## config.mk

```make
export PLATFORM = sky130hd
export DESIGN_NAME = nsaf_blend
export DESIGN_NICKNAME = d
export VERILOG_FILES = /design/src/hdl/nsaf_pkg.sv /design/src/hdl/nsaf_blend.sv
export VERILOG_INCLUDE_DIRS = /design/src /design/src/hdl
export SDC_FILE = /design/constraint.sdc
export NUM_CORES = 1
export LEC_CHECK = 0
export BUFFER_PORTS_ARGS = -buffer_cell sky130_fd_sc_hd__buf_4
export CAP_MARGIN = 10
export CORE_UTILIZATION = 50
export CTS_CLUSTER_SIZE = 25
export DETAILED_ROUTE_END_ITERATION = 10
export PLACE_DENSITY_LB_ADDON = 0.3
export SLEW_MARGIN = 0
export SYNTH_ARGS = -nofsm -noshare
export SYNTH_HDL_FRONTEND = slang
export SYNTH_SLANG_ARGS = --single-unit
export TNS_END_PERCENT = 50
```

## constraint.sdc

```tcl
create_clock -name clk -period 6.5 [get_ports clk]
set_clock_uncertainty 0.2 [all_clocks]
set_input_delay 0.325 -clock clk [delete_from_list [all_inputs] [get_ports clk]]
set_output_delay 0.325 -clock clk [all_outputs]
set_load 0.05 [all_outputs]
```

## src/hdl/nearest_scale_alpha_flatten_top_macros.svh

```systemverilog
// ----------------------------------------------------------------------------
// Assertion macros for the nearest-neighbor scaler
// Concurrent checks that compile away when SYNTHESIS is defined.
// ----------------------------------------------------------------------------
`ifndef NEAREST_SCALE_ALPHA_FLATTEN_TOP_MACROS_SVH
`define NEAREST_SCALE_ALPHA_FLATTEN_TOP_MACROS_SVH
`ifndef SYNTHESIS
`define NSAF_ASSERT(label, clk, rst, prop, msg) \
  label: assert property (@(posedge clk) disable iff (rst) prop) else $error(msg);
`define NSAF_ASSERT_ALWAYS(label, clk, prop, msg) \
  label: assert property (@(posedge clk) prop) else $error(msg);
`else
`define NSAF_ASSERT(label, clk, rst, prop, msg)
`define NSAF_ASSERT_ALWAYS(label, clk, prop, msg)
`endif
`endif

```

## src/hdl/nsaf_pkg.sv

```systemverilog
// ----------------------------------------------------------------------------
// nsaf_pkg
// Types and constants shared by the nearest-neighbor scaler modules.
// ----------------------------------------------------------------------------
`default_nettype none

package nsaf_pkg;

  typedef enum logic {
    CMD_LOAD = 1'b0,
    CMD_REQ  = 1'b1
  } cmd_t;

  typedef enum logic [1:0] {
    REG_SRC_WIDTH  = 2'd0,
    REG_SRC_HEIGHT = 2'd1,
    REG_SCALE      = 2'd2,
    REG_INV_SCALE  = 2'd3
  } reg_idx_t;

  localparam logic [10:0] OUT_CAP     = 11'd1024;
  localparam logic [7:0]  ALPHA_MAX   = 8'd255;
  localparam logic [28:0] HALF_Q16    = 29'd32768;
  localparam logic [31:0] DIV255_MUL  = 32'd32897;

  typedef struct packed {
    logic       cmd;
    logic [9:0] coord_x;
    logic [9:0] coord_y;
    logic [7:0] in_red;
    logic [7:0] in_green;
    logic [7:0] in_blue;
    logic [7:0] in_alpha;
  } req_item_t;

  typedef struct packed {
    logic [7:0]  out_red;
    logic [7:0]  out_green;
    logic [7:0]  out_blue;
    logic        status;
    logic [10:0] out_width;
    logic [10:0] out_height;
  } rsp_item_t;

  typedef struct packed {
    logic [8:0]  src_width;
    logic [8:0]  src_height;
    logic [18:0] scale_q16;
    logic [24:0] inv_scale_q16;
  } cfg_t;

  // request leaving the mapping pipe toward the blend pipe
  typedef struct packed {
    logic        valid;
    logic        status;
    logic [10:0] out_width;
    logic [10:0] out_height;
  } map_to_blend_t;

endpackage

`default_nettype wire

```

## src/hdl/nsaf_blend.sv

```systemverilog
// ----------------------------------------------------------------------------
// nsaf_blend
// Three-stage flatten pipe: store read, channel blend over white, divide by 255.
// ----------------------------------------------------------------------------
`default_nettype none
`include "nearest_scale_alpha_flatten_top_macros.svh"

module nsaf_blend import nsaf_pkg::*; (
  input  logic          clk,
  input  logic          rst,
  input  map_to_blend_t from_map,
  output logic          ready,
  input  logic [31:0]   rdata,
  output logic          rsp_valid,
  input  logic          rsp_stall,
  output rsp_item_t     rsp_item
);

  function automatic logic [15:0] blend_num(logic [7:0] c, logic [7:0] a);
    logic [7:0] inv;
    inv = ALPHA_MAX - a;
    return 16'(16'(c) * 16'(a) + {inv, 8'h00} - 16'(inv));
  endfunction

  function automatic logic [7:0] div255(logic [15:0] n);
    logic [31:0] p;
    p = 32'(n) * DIV255_MUL;
    return p[30:23];
  endfunction

  logic        v5, s5_status;
  logic [10:0] s5_ow, s5_oh;
  logic        v6, s6_status;
  logic [10:0] s6_ow, s6_oh;
  logic [15:0] s6_nr, s6_ng, s6_nb;
  logic        r5, r6, r7;

  assign r7    = !rsp_valid || !rsp_stall;
  assign r6    = !v6 || r7;
  assign r5    = !v5 || r6;
  assign ready = r5;

  always_ff @(posedge clk) begin
    if (rst) begin
      v5        <= 1'b0;
      v6        <= 1'b0;
      rsp_valid <= 1'b0;
    end else begin
      if (r5) v5 <= from_map.valid;
      if (r6) v6 <= v5;
      if (r7) rsp_valid <= v6;
    end
  end

  always_ff @(posedge clk) begin
    if (r5) begin
      s5_status <= from_map.status;
      s5_ow     <= from_map.out_width;
      s5_oh     <= from_map.out_height;
    end
    if (r6) begin
      s6_status <= s5_status;
      s6_ow     <= s5_ow;
      s6_oh     <= s5_oh;
      s6_nr     <= blend_num(rdata[7:0], rdata[31:24]);
      s6_ng     <= blend_num(rdata[15:8], rdata[31:24]);
      s6_nb     <= blend_num(rdata[23:16], rdata[31:24]);
    end
    if (r7) begin
      rsp_item.status     <= s6_status;
      rsp_item.out_width  <= s6_ow;
      rsp_item.out_height <= s6_oh;
      rsp_item.out_red    <= s6_status ? 8'd0 : div255(s6_nr);
      rsp_item.out_green  <= s6_status ? 8'd0 : div255(s6_ng);
      rsp_item.out_blue   <= s6_status ? 8'd0 : div255(s6_nb);
    end
  end

  `NSAF_ASSERT(a_status_black, clk, rst, rsp_valid && rsp_item.status |-> rsp_item.out_red == 8'd0 && rsp_item.out_green == 8'd0 && rsp_item.out_blue == 8'd0, "flagged transaction carries color")
  `NSAF_ASSERT(a_full_backs_up, clk, rst, v5 && v6 && rsp_valid && rsp_stall |-> !ready, "full blend pipe still ready")

endmodule

`default_nettype wire

```

Word-level counts from Yosys, hierarchy flattened
Index checks and enable logic that the tools add are counted.
{ "op_classes": {"add_sub_neg": 7, "n_mul": 6, "reduce_logical": 7} }
{ "ops": {"columns": ["cell", "count"], "rows": [
  ["multiplier 16 x 16 -> 31 bit (second input constant)", 3],
  ["adder 16 bit", 3],
  ["multiplier 8 x 8 -> 16 bit", 3],
  ["subtractor 16 x 8 -> 16 bit", 3],
  ["subtractor 8 bit (first input constant)", 1],
  ["logical NOT 1 bit", 4],
  ["logical OR 1 bit", 3]
]} }
{ "word_totals": {"ff_bits": 144, "elab_cells": 38} }

Longest topological paths before layout
Gate-level depths: netlist of the first run.
{ "depth": {"word_depth": 4, "depth_mapped": 19, "ltp_nobuf": 18} }

Least setup slack after synthesis of the first run
OpenSTA, ideal clock, no wires.
{ "synth_timing": {"kind": "input port to flip-flop", "startpoint": "in rdata[31]", "endpoint": "reg s6_nb[15], data pin", "arrival_time_ns": 4.820, "t_required_ns": 6.035, "slack_ns": 1.215, "stages": 17, "path_buffers": 2, "cell_sequence": "clkbuf_1 > buf_1 > nand2_1 > ha_1 > inv_1 > fa_1 > fa_1 > fa_1 > inv_1 > fa_1 > inv_1 > ha_1 > and3_1 > a221oi_1 > o21ai_1 > a311oi_1 > xnor2_1"} }
{ "synth_via": {"elab_chain_cells": 3} }
{ "synth_lines": {"columns": ["item", "line_no", "source"], "rows": [
  ["start, declared", "nsaf_blend.sv:13", "input logic [31:0] rdata,"],
  ["multiplier 8 x 8 -> 16 bit / subtractor 8 bit (equally long branches)", "nsaf_blend.sv:22, nsaf_blend.sv:21", null],
  ["adder 16 bit", "nsaf_blend.sv:22", "return 16'(16'(c) * 16'(a) + {inv, 8'h00} - 16'(inv));"],
  ["subtractor 16 x 8 -> 16 bit (*)", "nsaf_blend.sv:22", null],
  ["end signal, assigned", "nsaf_blend.sv:67", "s6_nb <= blend_num(rdata[23:16], rdata[31:24]);"],
  ["end, declared", "nsaf_blend.sv:35", "logic [15:0] s6_nr, s6_ng, s6_nb;"]
]} }
Every way passes the cells marked *; elsewhere a longest branch is shown, timed or not.
A chain may end at the register's enable or synchronous reset.

Worst setup path after layout of the first run
{ "layout_timing": {"startpoint": "in rdata[29]", "endpoint": "reg s6_nb[15], data pin"} }
The elaborated chain is that of the path after synthesis.

==> impl_metrics.prom, run 1 <==
# TYPE chip_impl_metric gauge
chip_impl_info{name="outcome",value="completed"} 1
chip_impl_metric{name="num-nets-final",unit=""} 2060
chip_impl_metric{name="drive_above_1_share",unit="%"} 10.7
chip_impl_metric{name="drc",unit=""} 0
chip_impl_info{name="tritoncts_clock_tree",value="built"} 1
chip_impl_metric{name="worstSkewPairLatency",unit="ns"} 0.43
chip_impl_metric{name="vias",unit=""} 10300
chip_impl_metric{name="clock_sinks",unit=""} 144
chip_impl_metric{name="critPathArrivalTime",unit="ns"} 5.10
chip_impl_metric{name="dieWidth",unit="µm"} 178
chip_impl_metric{name="route.detailed.vias_per_inst",unit=""} 5.33
chip_impl_metric{name="final_hold_viol_count",unit=""} 0
chip_impl_info{name="crit_type",value="in2reg"} 1
chip_impl_metric{name="ys_types",unit=""} 66
chip_impl_metric{name="placedInstanceArea",unit="mm²"} 0.0166
chip_impl_metric{name="area_growth",unit="%"} 13.5
chip_impl_metric{name="timing.critical_path.required",unit="ns"} 6.47
chip_impl_metric{name="area_of_the_mapped_netlist",unit="mm²"} 0.0154
chip_impl_metric{name="cell_area_after_layout",unit="mm²"} 0.0175
chip_impl_metric{name="fin_crit",unit="ns"} 5.13
chip_impl_metric{name="cts_setup_buffers",unit=""} 0
chip_impl_metric{name="power.density_cell_area",unit="mW/mm²"} 494
chip_impl_metric{name="io_buffer_count",unit=""} 107
chip_impl_metric{name="core_area",unit="mm²"} 0.0300
chip_impl_metric{name="setup_total_negative_slack",unit="ns"} 0
chip_impl_metric{name="dp_hpwl",unit="mm"} 24.0
chip_impl_metric{name="worst_case_headroom_to_the_max_slew_limit",unit="%"} 22.4
chip_impl_metric{name="ys_seq_elements",unit=""} 144
chip_impl_metric{name="die_h",unit="µm"} 178
chip_impl_metric{name="detailedRoute.firstIterationViolations",unit=""} 496
chip_impl_info{name="rsz0062_at_grt",value="no"} 1
chip_impl_metric{name="synth_enable_flop_cells",unit=""} 141
chip_impl_metric{name="globalRoute.totalOverflow",unit=""} 0
chip_impl_metric{name="avgSynthCellArea",unit="µm²"} 11.0
chip_impl_metric{name="grt_util_all_layers",unit="%"} 20.6
chip_impl_metric{name="synthesis.yosys.warnings",unit=""} 0
chip_impl_info{name="hold_class",value="in2reg"} 1
chip_impl_metric{name="cts.reportedPaths.clkPinSlew",unit="ns"} 0.07
chip_impl_metric{name="wire_per_inst",unit="µm"} 15.6
chip_impl_info{name="most-common-layout-cells",value="sky130_fd_sc_hd__ha_1 (331), sky130_fd_sc_hd__inv_1 (193), sky130_fd_sc_hd__nand2_1 (148), sky130_fd_sc_hd__fa_1 (144), sky130_fd_sc_hd__edfxtp_1 (141)"} 1
chip_impl_metric{name="timing.max_cap.violations",unit=""} 0
chip_impl_metric{name="grt_first_pass_wirelength",unit="mm"} 51.3
chip_impl_metric{name="slew_viol_final",unit=""} 0
chip_impl_metric{name="cts-resized-gates",unit=""} 0
chip_impl_metric{name="first_global_vias",unit=""} 10600
chip_impl_metric{name="die-area",unit="mm²"} 0.0316
chip_impl_metric{name="finalSetupViolCount",unit=""} 0
chip_impl_metric{name="n_antenna_cell",unit=""} 0
chip_impl_metric{name="grt_antenna_before_repair",unit=""} 0
chip_impl_metric{name="top_level_ports",unit=""} 108
chip_impl_metric{name="routabilityCongestion",unit=""} 0.848
chip_impl_info{name="crit_path_end_kind",value="flop"} 1
chip_impl_metric{name="starting_density_of_the_core",unit="%"} 51.4
chip_impl_metric{name="power.static_leakage",unit="nW"} 8.75
chip_impl_metric{name="drt_first_pass_iters",unit=""} 5
chip_impl_metric{name="totalWireLength",unit="mm"} 30.2
chip_impl_metric{name="share_of_synthesized_registers_carrying_an_async_set_or_reset",unit="%"} 0
chip_impl_metric{name="grt_max_degree",unit=""} 72
chip_impl_metric{name="row_count",unit=""} 63
chip_impl_info{name="layout.cells.most_common",value="sky130_fd_sc_hd__ha_1"} 1
chip_impl_metric{name="ant_nets",unit=""} 0
chip_impl_metric{name="share_of_synthesized_area_occupied_by_flip_flops_and_latches",unit="%"} 27.8
chip_impl_metric{name="critical_path.max_fanout",unit=""} 28
chip_impl_metric{name="post-route-period-util",unit="%"} 78.9
chip_impl_metric{name="count_of_mapped_cells_out_of_synthesis",unit=""} 1398
chip_impl_info{name="startpoint_type",value="input pin"} 1
chip_impl_info{name="synthFlopType",value="sky130_fd_sc_hd__edfxtp_1"} 1
chip_impl_metric{name="worst_slew_pin_slew",unit="ns"} 1.16
chip_impl_metric{name="ir_worst_vdd",unit="mV"} 0.261
chip_impl_metric{name="clock_tree.buffer_depth",unit=""} 2
chip_impl_metric{name="cts_inserted_buffers",unit=""} 17
chip_impl_info{name="cts_root_buf",value="sky130_fd_sc_hd__clkbuf_16"} 1
chip_impl_metric{name="cts_htree_levels",unit=""} 4
chip_impl_metric{name="max_clock_freq",unit="MHz"} 195
==> synth_stat cells (all sizes together), types with 3 or more instances <==
master | instances | area [µm²]
ha | 331 | 4140
inv | 194 | 728
nand2 | 149 | 559
fa | 144 | 2880
edfxtp | 141 | 4230
and2 | 71 | 444
a21oi | 48 | 240
nor2 | 40 | 150
xnor2 | 39 | 342
clkbuf | 23 | 86.3
nor3 | 21 | 105
a21o | 17 | 130
o21ai | 17 | 85.1
nand3 | 14 | 70.1
nor2b | 13 | 81.3
xor2 | 13 | 114
o21a | 11 | 82.6
nand4 | 9 | 56.3
o21bai | 8 | 60.1
and3 | 7 | 43.8
mux2 | 7 | 78.8
buf | 6 | 22.5
nand2b | 6 | 37.5
o31ai | 5 | 37.5
a211oi | 4 | 30.0
a21boi | 4 | 30.0
a311oi | 4 | 35.0
a31oi | 4 | 25.0
a2111oi | 3 | 51.3
a211o | 3 | 26.3
dfxtp | 3 | 60.1
o311ai | 3 | 26.3
o31a | 3 | 27.5
==> flip-flops by register name (all words and copies together), names as in the netlist <==
name,cells
s5_status,1
s5_oh,11
v5,1
s6_nb,16
s6_ow,11
s6_nr,16
s6_status,1
s5_ow,11
rsp_item,47
v6,1
s6_ng,16
rsp_valid,1
s6_oh,11
==> layer usage <==
| metal | vias up | global-route usage (%) | part of all wire (%) | wire length, µm |
|---|---|---|---|---|
| li1 | 5048 | - | - | - |
| met1 | 5021 | 28.3 | 48 | 14400 |
| met2 | 189 | 34.7 | 47 | 14300 |
| met3 | 26 | 1.93 | 3.4 | 1020 |
| met4 | 0 | 5.31 | 1.3 | 382 |
| met5 | - | 0 | 0 | 0 |
==> stage by stage <==
step | util (%) | power [mW] | hold slack [ns] | setup WS, ns | instances
6_report | 58.3 | 8.66 | 0.0859 | 1.37 | 1929
3_3_place_gp | 55.4 | 7.46 | 0.200 | 1.10 | 1871
4_1_cts | 58.3 | 8.73 | 0.0573 | 1.35 | 1929
5_1_grt | 58.3 | 9.69 | 0.0860 | 1.08 | 1929
3_5_place_dp | 55.4 | 7.65 | 0.205 | 0.898 | 1871
2_1_floorplan | - | 6.24 | 0.197 | 1.22 | 1400
==> path summary, 6_finish.rpt <==
kind | start | to | slack [ns] | cells after the start
worst min-delay path | rdata[16] | s6_nb[0] | 0.09 | 2
worst max register to register | s6_nb[12] | rsp_item[29] | 2.46 | 11
worst max-delay path | rdata[29] | s6_nb[15] | 1.37 | 16
worst min register to register | s6_oh[3] | rsp_item[3] | 0.21 | 0
==> cell type report <==
| type | instances | area [µm²] |
|---|---|---|
| Tap cell | 390 | 488 |
| Multi-Input combinational cell | 1033 | 10300 |
| Inverter | 194 | 728 |
| Sequential cell | 144 | 4290 |
| Timing Repair Buffer | 136 | 1090 |
| Fill cell | 2445 | 12500 |
| Clock buffer | 17 | 425 |
| Clock inverter | 15 | 181 |
==> what timing repair did <==
| action | in CTS | in global routing |
|---|---|---|
| endpoints found under the setup margin | 0 | 0 |
| hold buffers | 26 | 0 |
| hold endpoints to repair | 26 | 0 |
==> worst max-delay path: stages <==
cell and delay, ns:
sky130_fd_sc_hd__buf_4 0.25, sky130_fd_sc_hd__nand2_1 0.13, sky130_fd_sc_hd__fa_1 0.55, sky130_fd_sc_hd__inv_1 0.05
sky130_fd_sc_hd__fa_1 0.46, sky130_fd_sc_hd__fa_1 0.51, sky130_fd_sc_hd__fa_1 0.55, sky130_fd_sc_hd__inv_1 0.05
sky130_fd_sc_hd__fa_1 0.49, sky130_fd_sc_hd__inv_1 0.04, sky130_fd_sc_hd__ha_1 0.35, sky130_fd_sc_hd__and3_1 0.17
sky130_fd_sc_hd__a221oi_1 0.41, sky130_fd_sc_hd__o21ai_1 0.23, sky130_fd_sc_hd__a311oi_1 0.40, sky130_fd_sc_hd__xnor2_1 0.11
==> power breakdown <==
group / total [mW] / switching, mW / internal, mW
logic: 5.98 / 3.33 / 2.65
registers: 1.70 / 0.225 / 1.48
clock network: 0.969 / 0.446 / 0.523
==> kinds of logic (layout without fill, tap and decap cells) <==
| group | after synthesis | after routing | synth area share, % |
|---|---|---|---|
| adders and majority gates | 475 | 475 | 45.5 |
| other | 1 | 3 | 0.0243 |
| buffers and inverters | 223 | 362 | 5.42 |
| muxes | 7 | 7 | 0.511 |
| and+or+nand+nor | 344 | 344 | 10.9 |
| xor gates and xnor gates | 52 | 52 | 2.95 |
| AOI/OAI and AO/OA | 152 | 152 | 6.90 |
| DFF | 144 | 144 | 27.8 |
Power figures use the tool's default switching activity.
==> run 2: changes to the inputs <==
==> constraint.sdc (replaced) <==
create_clock -name clk -period 5.2 [get_ports clk]
set_clock_uncertainty 0.2 [all_clocks]
set_input_delay 0.26 -clock clk [delete_from_list [all_inputs] [get_ports clk]]
set_output_delay 0.26 -clock clk [all_outputs]
set_load 0.05 [all_outputs]
==> run 2 against run 1 <==
Net effect: sequential share of layout area fell by 0.24 points; non-clock buffer count up 18; count of clock-buffer cells in the layout unchanged; wire length up 1.7%; largest cell class unchanged.
==> impl_metrics.prom, run 2 (synthesis gave the netlist of run 1 again) <==
# TYPE chip_impl_metric gauge
chip_impl_metric{name="cp_slowest_stage_delay",unit="ns"} 0.51
chip_impl_metric{name="post-route-period-util",unit="%"} 91.2
chip_impl_metric{name="filler_cell_count",unit=""} 2489
chip_impl_metric{name="cts.reportedPaths.clkPinSlew",unit="ns"} 0.07
chip_impl_metric{name="die_h",unit="µm"} 178
chip_impl_metric{name="cell_area_after_layout",unit="mm²"} 0.0177
chip_impl_metric{name="critical_path.max_fanout",unit=""} 15
chip_impl_metric{name="largest_register_ffs",unit=""} 47
chip_impl_metric{name="cts-resized-gates",unit=""} 0
chip_impl_metric{name="core_area",unit="mm²"} 0.0300
chip_impl_metric{name="combPwrFrac",unit="%"} 69.4
chip_impl_info{name="critical-path-slowest-cell",value="sky130_fd_sc_hd__fa_1"} 1
chip_impl_metric{name="timing.max_cap.violations",unit=""} 0
chip_impl_metric{name="max_clock_freq",unit="MHz"} 211
chip_impl_metric{name="route.detailed.vias_per_inst",unit=""} 5.30
chip_impl_info{name="crit_path_end_kind",value="flop"} 1
chip_impl_metric{name="final_hold_viol_count",unit=""} 0
chip_impl_metric{name="grt_util_all_layers",unit="%"} 20.9
chip_impl_metric{name="io_buffer_count",unit=""} 107
chip_impl_metric{name="clock_sinks",unit=""} 144
chip_impl_metric{name="row_count",unit=""} 63
chip_impl_info{name="tritoncts_clock_tree",value="built"} 1
chip_impl_info{name="largest-register",value="rsp_item"} 1
chip_impl_metric{name="cellInternalPower",unit="mW"} 5.92
chip_impl_metric{name="worstSkewPairLatency",unit="ns"} 0.42
chip_impl_metric{name="wire_per_inst",unit="µm"} 15.8
chip_impl_metric{name="post-route-worst-setup-slack",unit="ns"} 0.459
chip_impl_metric{name="num-nets-final",unit=""} 2078
chip_impl_info{name="cts_root_buf",value="sky130_fd_sc_hd__clkbuf_16"} 1
chip_impl_metric{name="worst_slew_pin_slew",unit="ns"} 1.18
chip_impl_info{name="layout.cells.most_common",value="sky130_fd_sc_hd__ha_1"} 1
chip_impl_info{name="timing.critical_path.mode_cell",value="sky130_fd_sc_hd__fa_1"} 1
chip_impl_metric{name="p_switching",unit="mW"} 5.03
chip_impl_metric{name="n_antenna_cell",unit=""} 0
chip_impl_metric{name="detailedRoute.firstIterationViolations",unit=""} 457
chip_impl_metric{name="grt_max_degree",unit=""} 72
chip_impl_metric{name="drive_above_1_share",unit="%"} 11.7
chip_impl_metric{name="finalSetupViolCount",unit=""} 0
chip_impl_metric{name="drt_first_pass_iters",unit=""} 5
chip_impl_metric{name="clock_tree.buffer_depth",unit=""} 2
chip_impl_metric{name="p_seq_share",unit="%"} 19.4
chip_impl_metric{name="grt_antenna_before_repair",unit=""} 0
chip_impl_metric{name="placedInstanceArea",unit="mm²"} 0.0168
chip_impl_info{name="crit_type",value="in2reg"} 1
chip_impl_metric{name="grt_first_pass_wirelength",unit="mm"} 52.5
chip_impl_metric{name="vias",unit=""} 10300
chip_impl_info{name="hold_class",value="in2reg"} 1
chip_impl_metric{name="critPathArrivalTime",unit="ns"} 4.71
chip_impl_metric{name="power.static_leakage",unit="nW"} 8.85
chip_impl_metric{name="dp_worst_setup_slack",unit="ns"} 0.0316
chip_impl_metric{name="starting_density_of_the_core",unit="%"} 51.4
chip_impl_metric{name="drc",unit=""} 0
chip_impl_metric{name="clkPwrFrac",unit="%"} 11.2
chip_impl_metric{name="dp_hpwl",unit="mm"} 24.8
chip_impl_info{name="startpoint_type",value="input pin"} 1
chip_impl_metric{name="area_growth",unit="%"} 14.6
chip_impl_info{name="rsz0062_at_grt",value="no"} 1
chip_impl_metric{name="first_global_vias",unit=""} 10900
chip_impl_metric{name="ant_nets",unit=""} 0
chip_impl_metric{name="power.density_cell_area",unit="mW/mm²"} 619
chip_impl_metric{name="setup_total_negative_slack",unit="ns"} 0
chip_impl_metric{name="fin_crit",unit="ns"} 4.74
chip_impl_metric{name="cts_htree_levels",unit=""} 4
chip_impl_metric{name="top_level_ports",unit=""} 108
chip_impl_info{name="outcome",value="completed"} 1
chip_impl_metric{name="timing.critical_path.required",unit="ns"} 5.17
chip_impl_metric{name="totalWireLength",unit="mm"} 30.7
chip_impl_metric{name="cts_inserted_buffers",unit=""} 17
chip_impl_metric{name="ir_worst_vdd",unit="mV"} 0.371
chip_impl_info{name="most-common-layout-cells",value="sky130_fd_sc_hd__ha_1 (331), sky130_fd_sc_hd__inv_1 (193), sky130_fd_sc_hd__nand2_1 (148), sky130_fd_sc_hd__fa_1 (144), sky130_fd_sc_hd__edfxtp_1 (141)"} 1
chip_impl_metric{name="sw_frac_of_total",unit="%"} 45.9
chip_impl_metric{name="globalRoute.totalOverflow",unit=""} 0
chip_impl_metric{name="routabilityCongestion",unit=""} 0.860
chip_impl_metric{name="worst_case_headroom_to_the_max_slew_limit",unit="%"} 21.5
chip_impl_metric{name="die-area",unit="mm²"} 0.0316
chip_impl_metric{name="dieWidth",unit="µm"} 178
chip_impl_metric{name="slew_viol_final",unit=""} 0
chip_impl_info{name="critical_path.cell_chain",value="buf_4, buf_12, buf_4, and2_1, fa_1, fa_1, fa_1, fa_1, inv_1, fa_1, inv_1, ha_1, nand2_1, o21ai_0, a21oi_1, o21ai_0, o41ai_1, xnor2_1"} 1
## run 2: cell count changes in the layout (fill, tap and decap cells not counted), sizes merged
| cell | previous run | this run |
|---|---|---|
| buf | 110 | 128 |
## run 2: what timing repair did
action | CTS | global route
buffers inserted | 0 | 0
hold buffers | 26 | 0
endpoints found under the hold margin | 26 | 0
## run 2: power by group through the flow
stage	Clock (mW)	Sequential (mW)	Combinational, mW
final	1.23	2.12	7.60
after global routing	1.30	2.15	8.80
after CTS	1.25	2.12	7.66
after detailed placement	0	2.15	7.53
after global placement	0	2.14	7.28
after floorplan	0	2.32	5.47
## run 2: critical path, delay by kind of cell
family          cells  cell delay (ns)
compound gates      4             0.86
xor+xnor            1             0.12
fa+ha+maj           6             2.66
buf+inv             5             0.54
simple gates        2             0.26
## run 2: stage by stage
stage / hold WS, ns / instances / power, mW / util, %
2_1_floorplan: 0.132 / 1400 / 7.79 / -
3_5_place_dp: 0.205 / 1889 / 9.67 / 56.0
4_1_cts: 0.0479 / 1947 / 11.0 / 58.9
5_1_grt: 0.0642 / 1947 / 12.3 / 58.9
6_report: 0.0540 / 1947 / 10.9 / 58.9
3_3_place_gp: 0.200 / 1889 / 9.42 / 56.0
## run 2: worst paths after layout
kind | from | to | slack, ns | depth (start not counted)
setup reg to reg | s6_nb[12] | rsp_item[29] | 1.15 | 11
hold reg to reg | s6_ow[4] | rsp_item[15] | 0.21 | 0
setup / recovery | rdata[28] | s6_ng[15] | 0.46 | 18
hold / removal | rdata[8] | s6_ng[0] | 0.05 | 2
## run 2: final cells by class
type | instances | area, µm² | share of cell area (%)
well taps | 390 | 488 | 2.76
flip-flops and latches | 144 | 4290 | 24.3
inverters | 194 | 728 | 4.12
clock buffers | 17 | 425 | 2.40
clock inverters | 15 | 184 | 1.04
repair buffers | 154 | 1260 | 7.12
multi-input cells | 1033 | 10300 | 58.3
## run 2: metal layers
layer	share of wire [%]	vias up	GRT usage, %
li1	-	5079	-
met1	49	4992	28.8
met4	1.7	0	5.73
met3	4.3	28	2.53
met5	0	-	0
met2	45	227	34.7
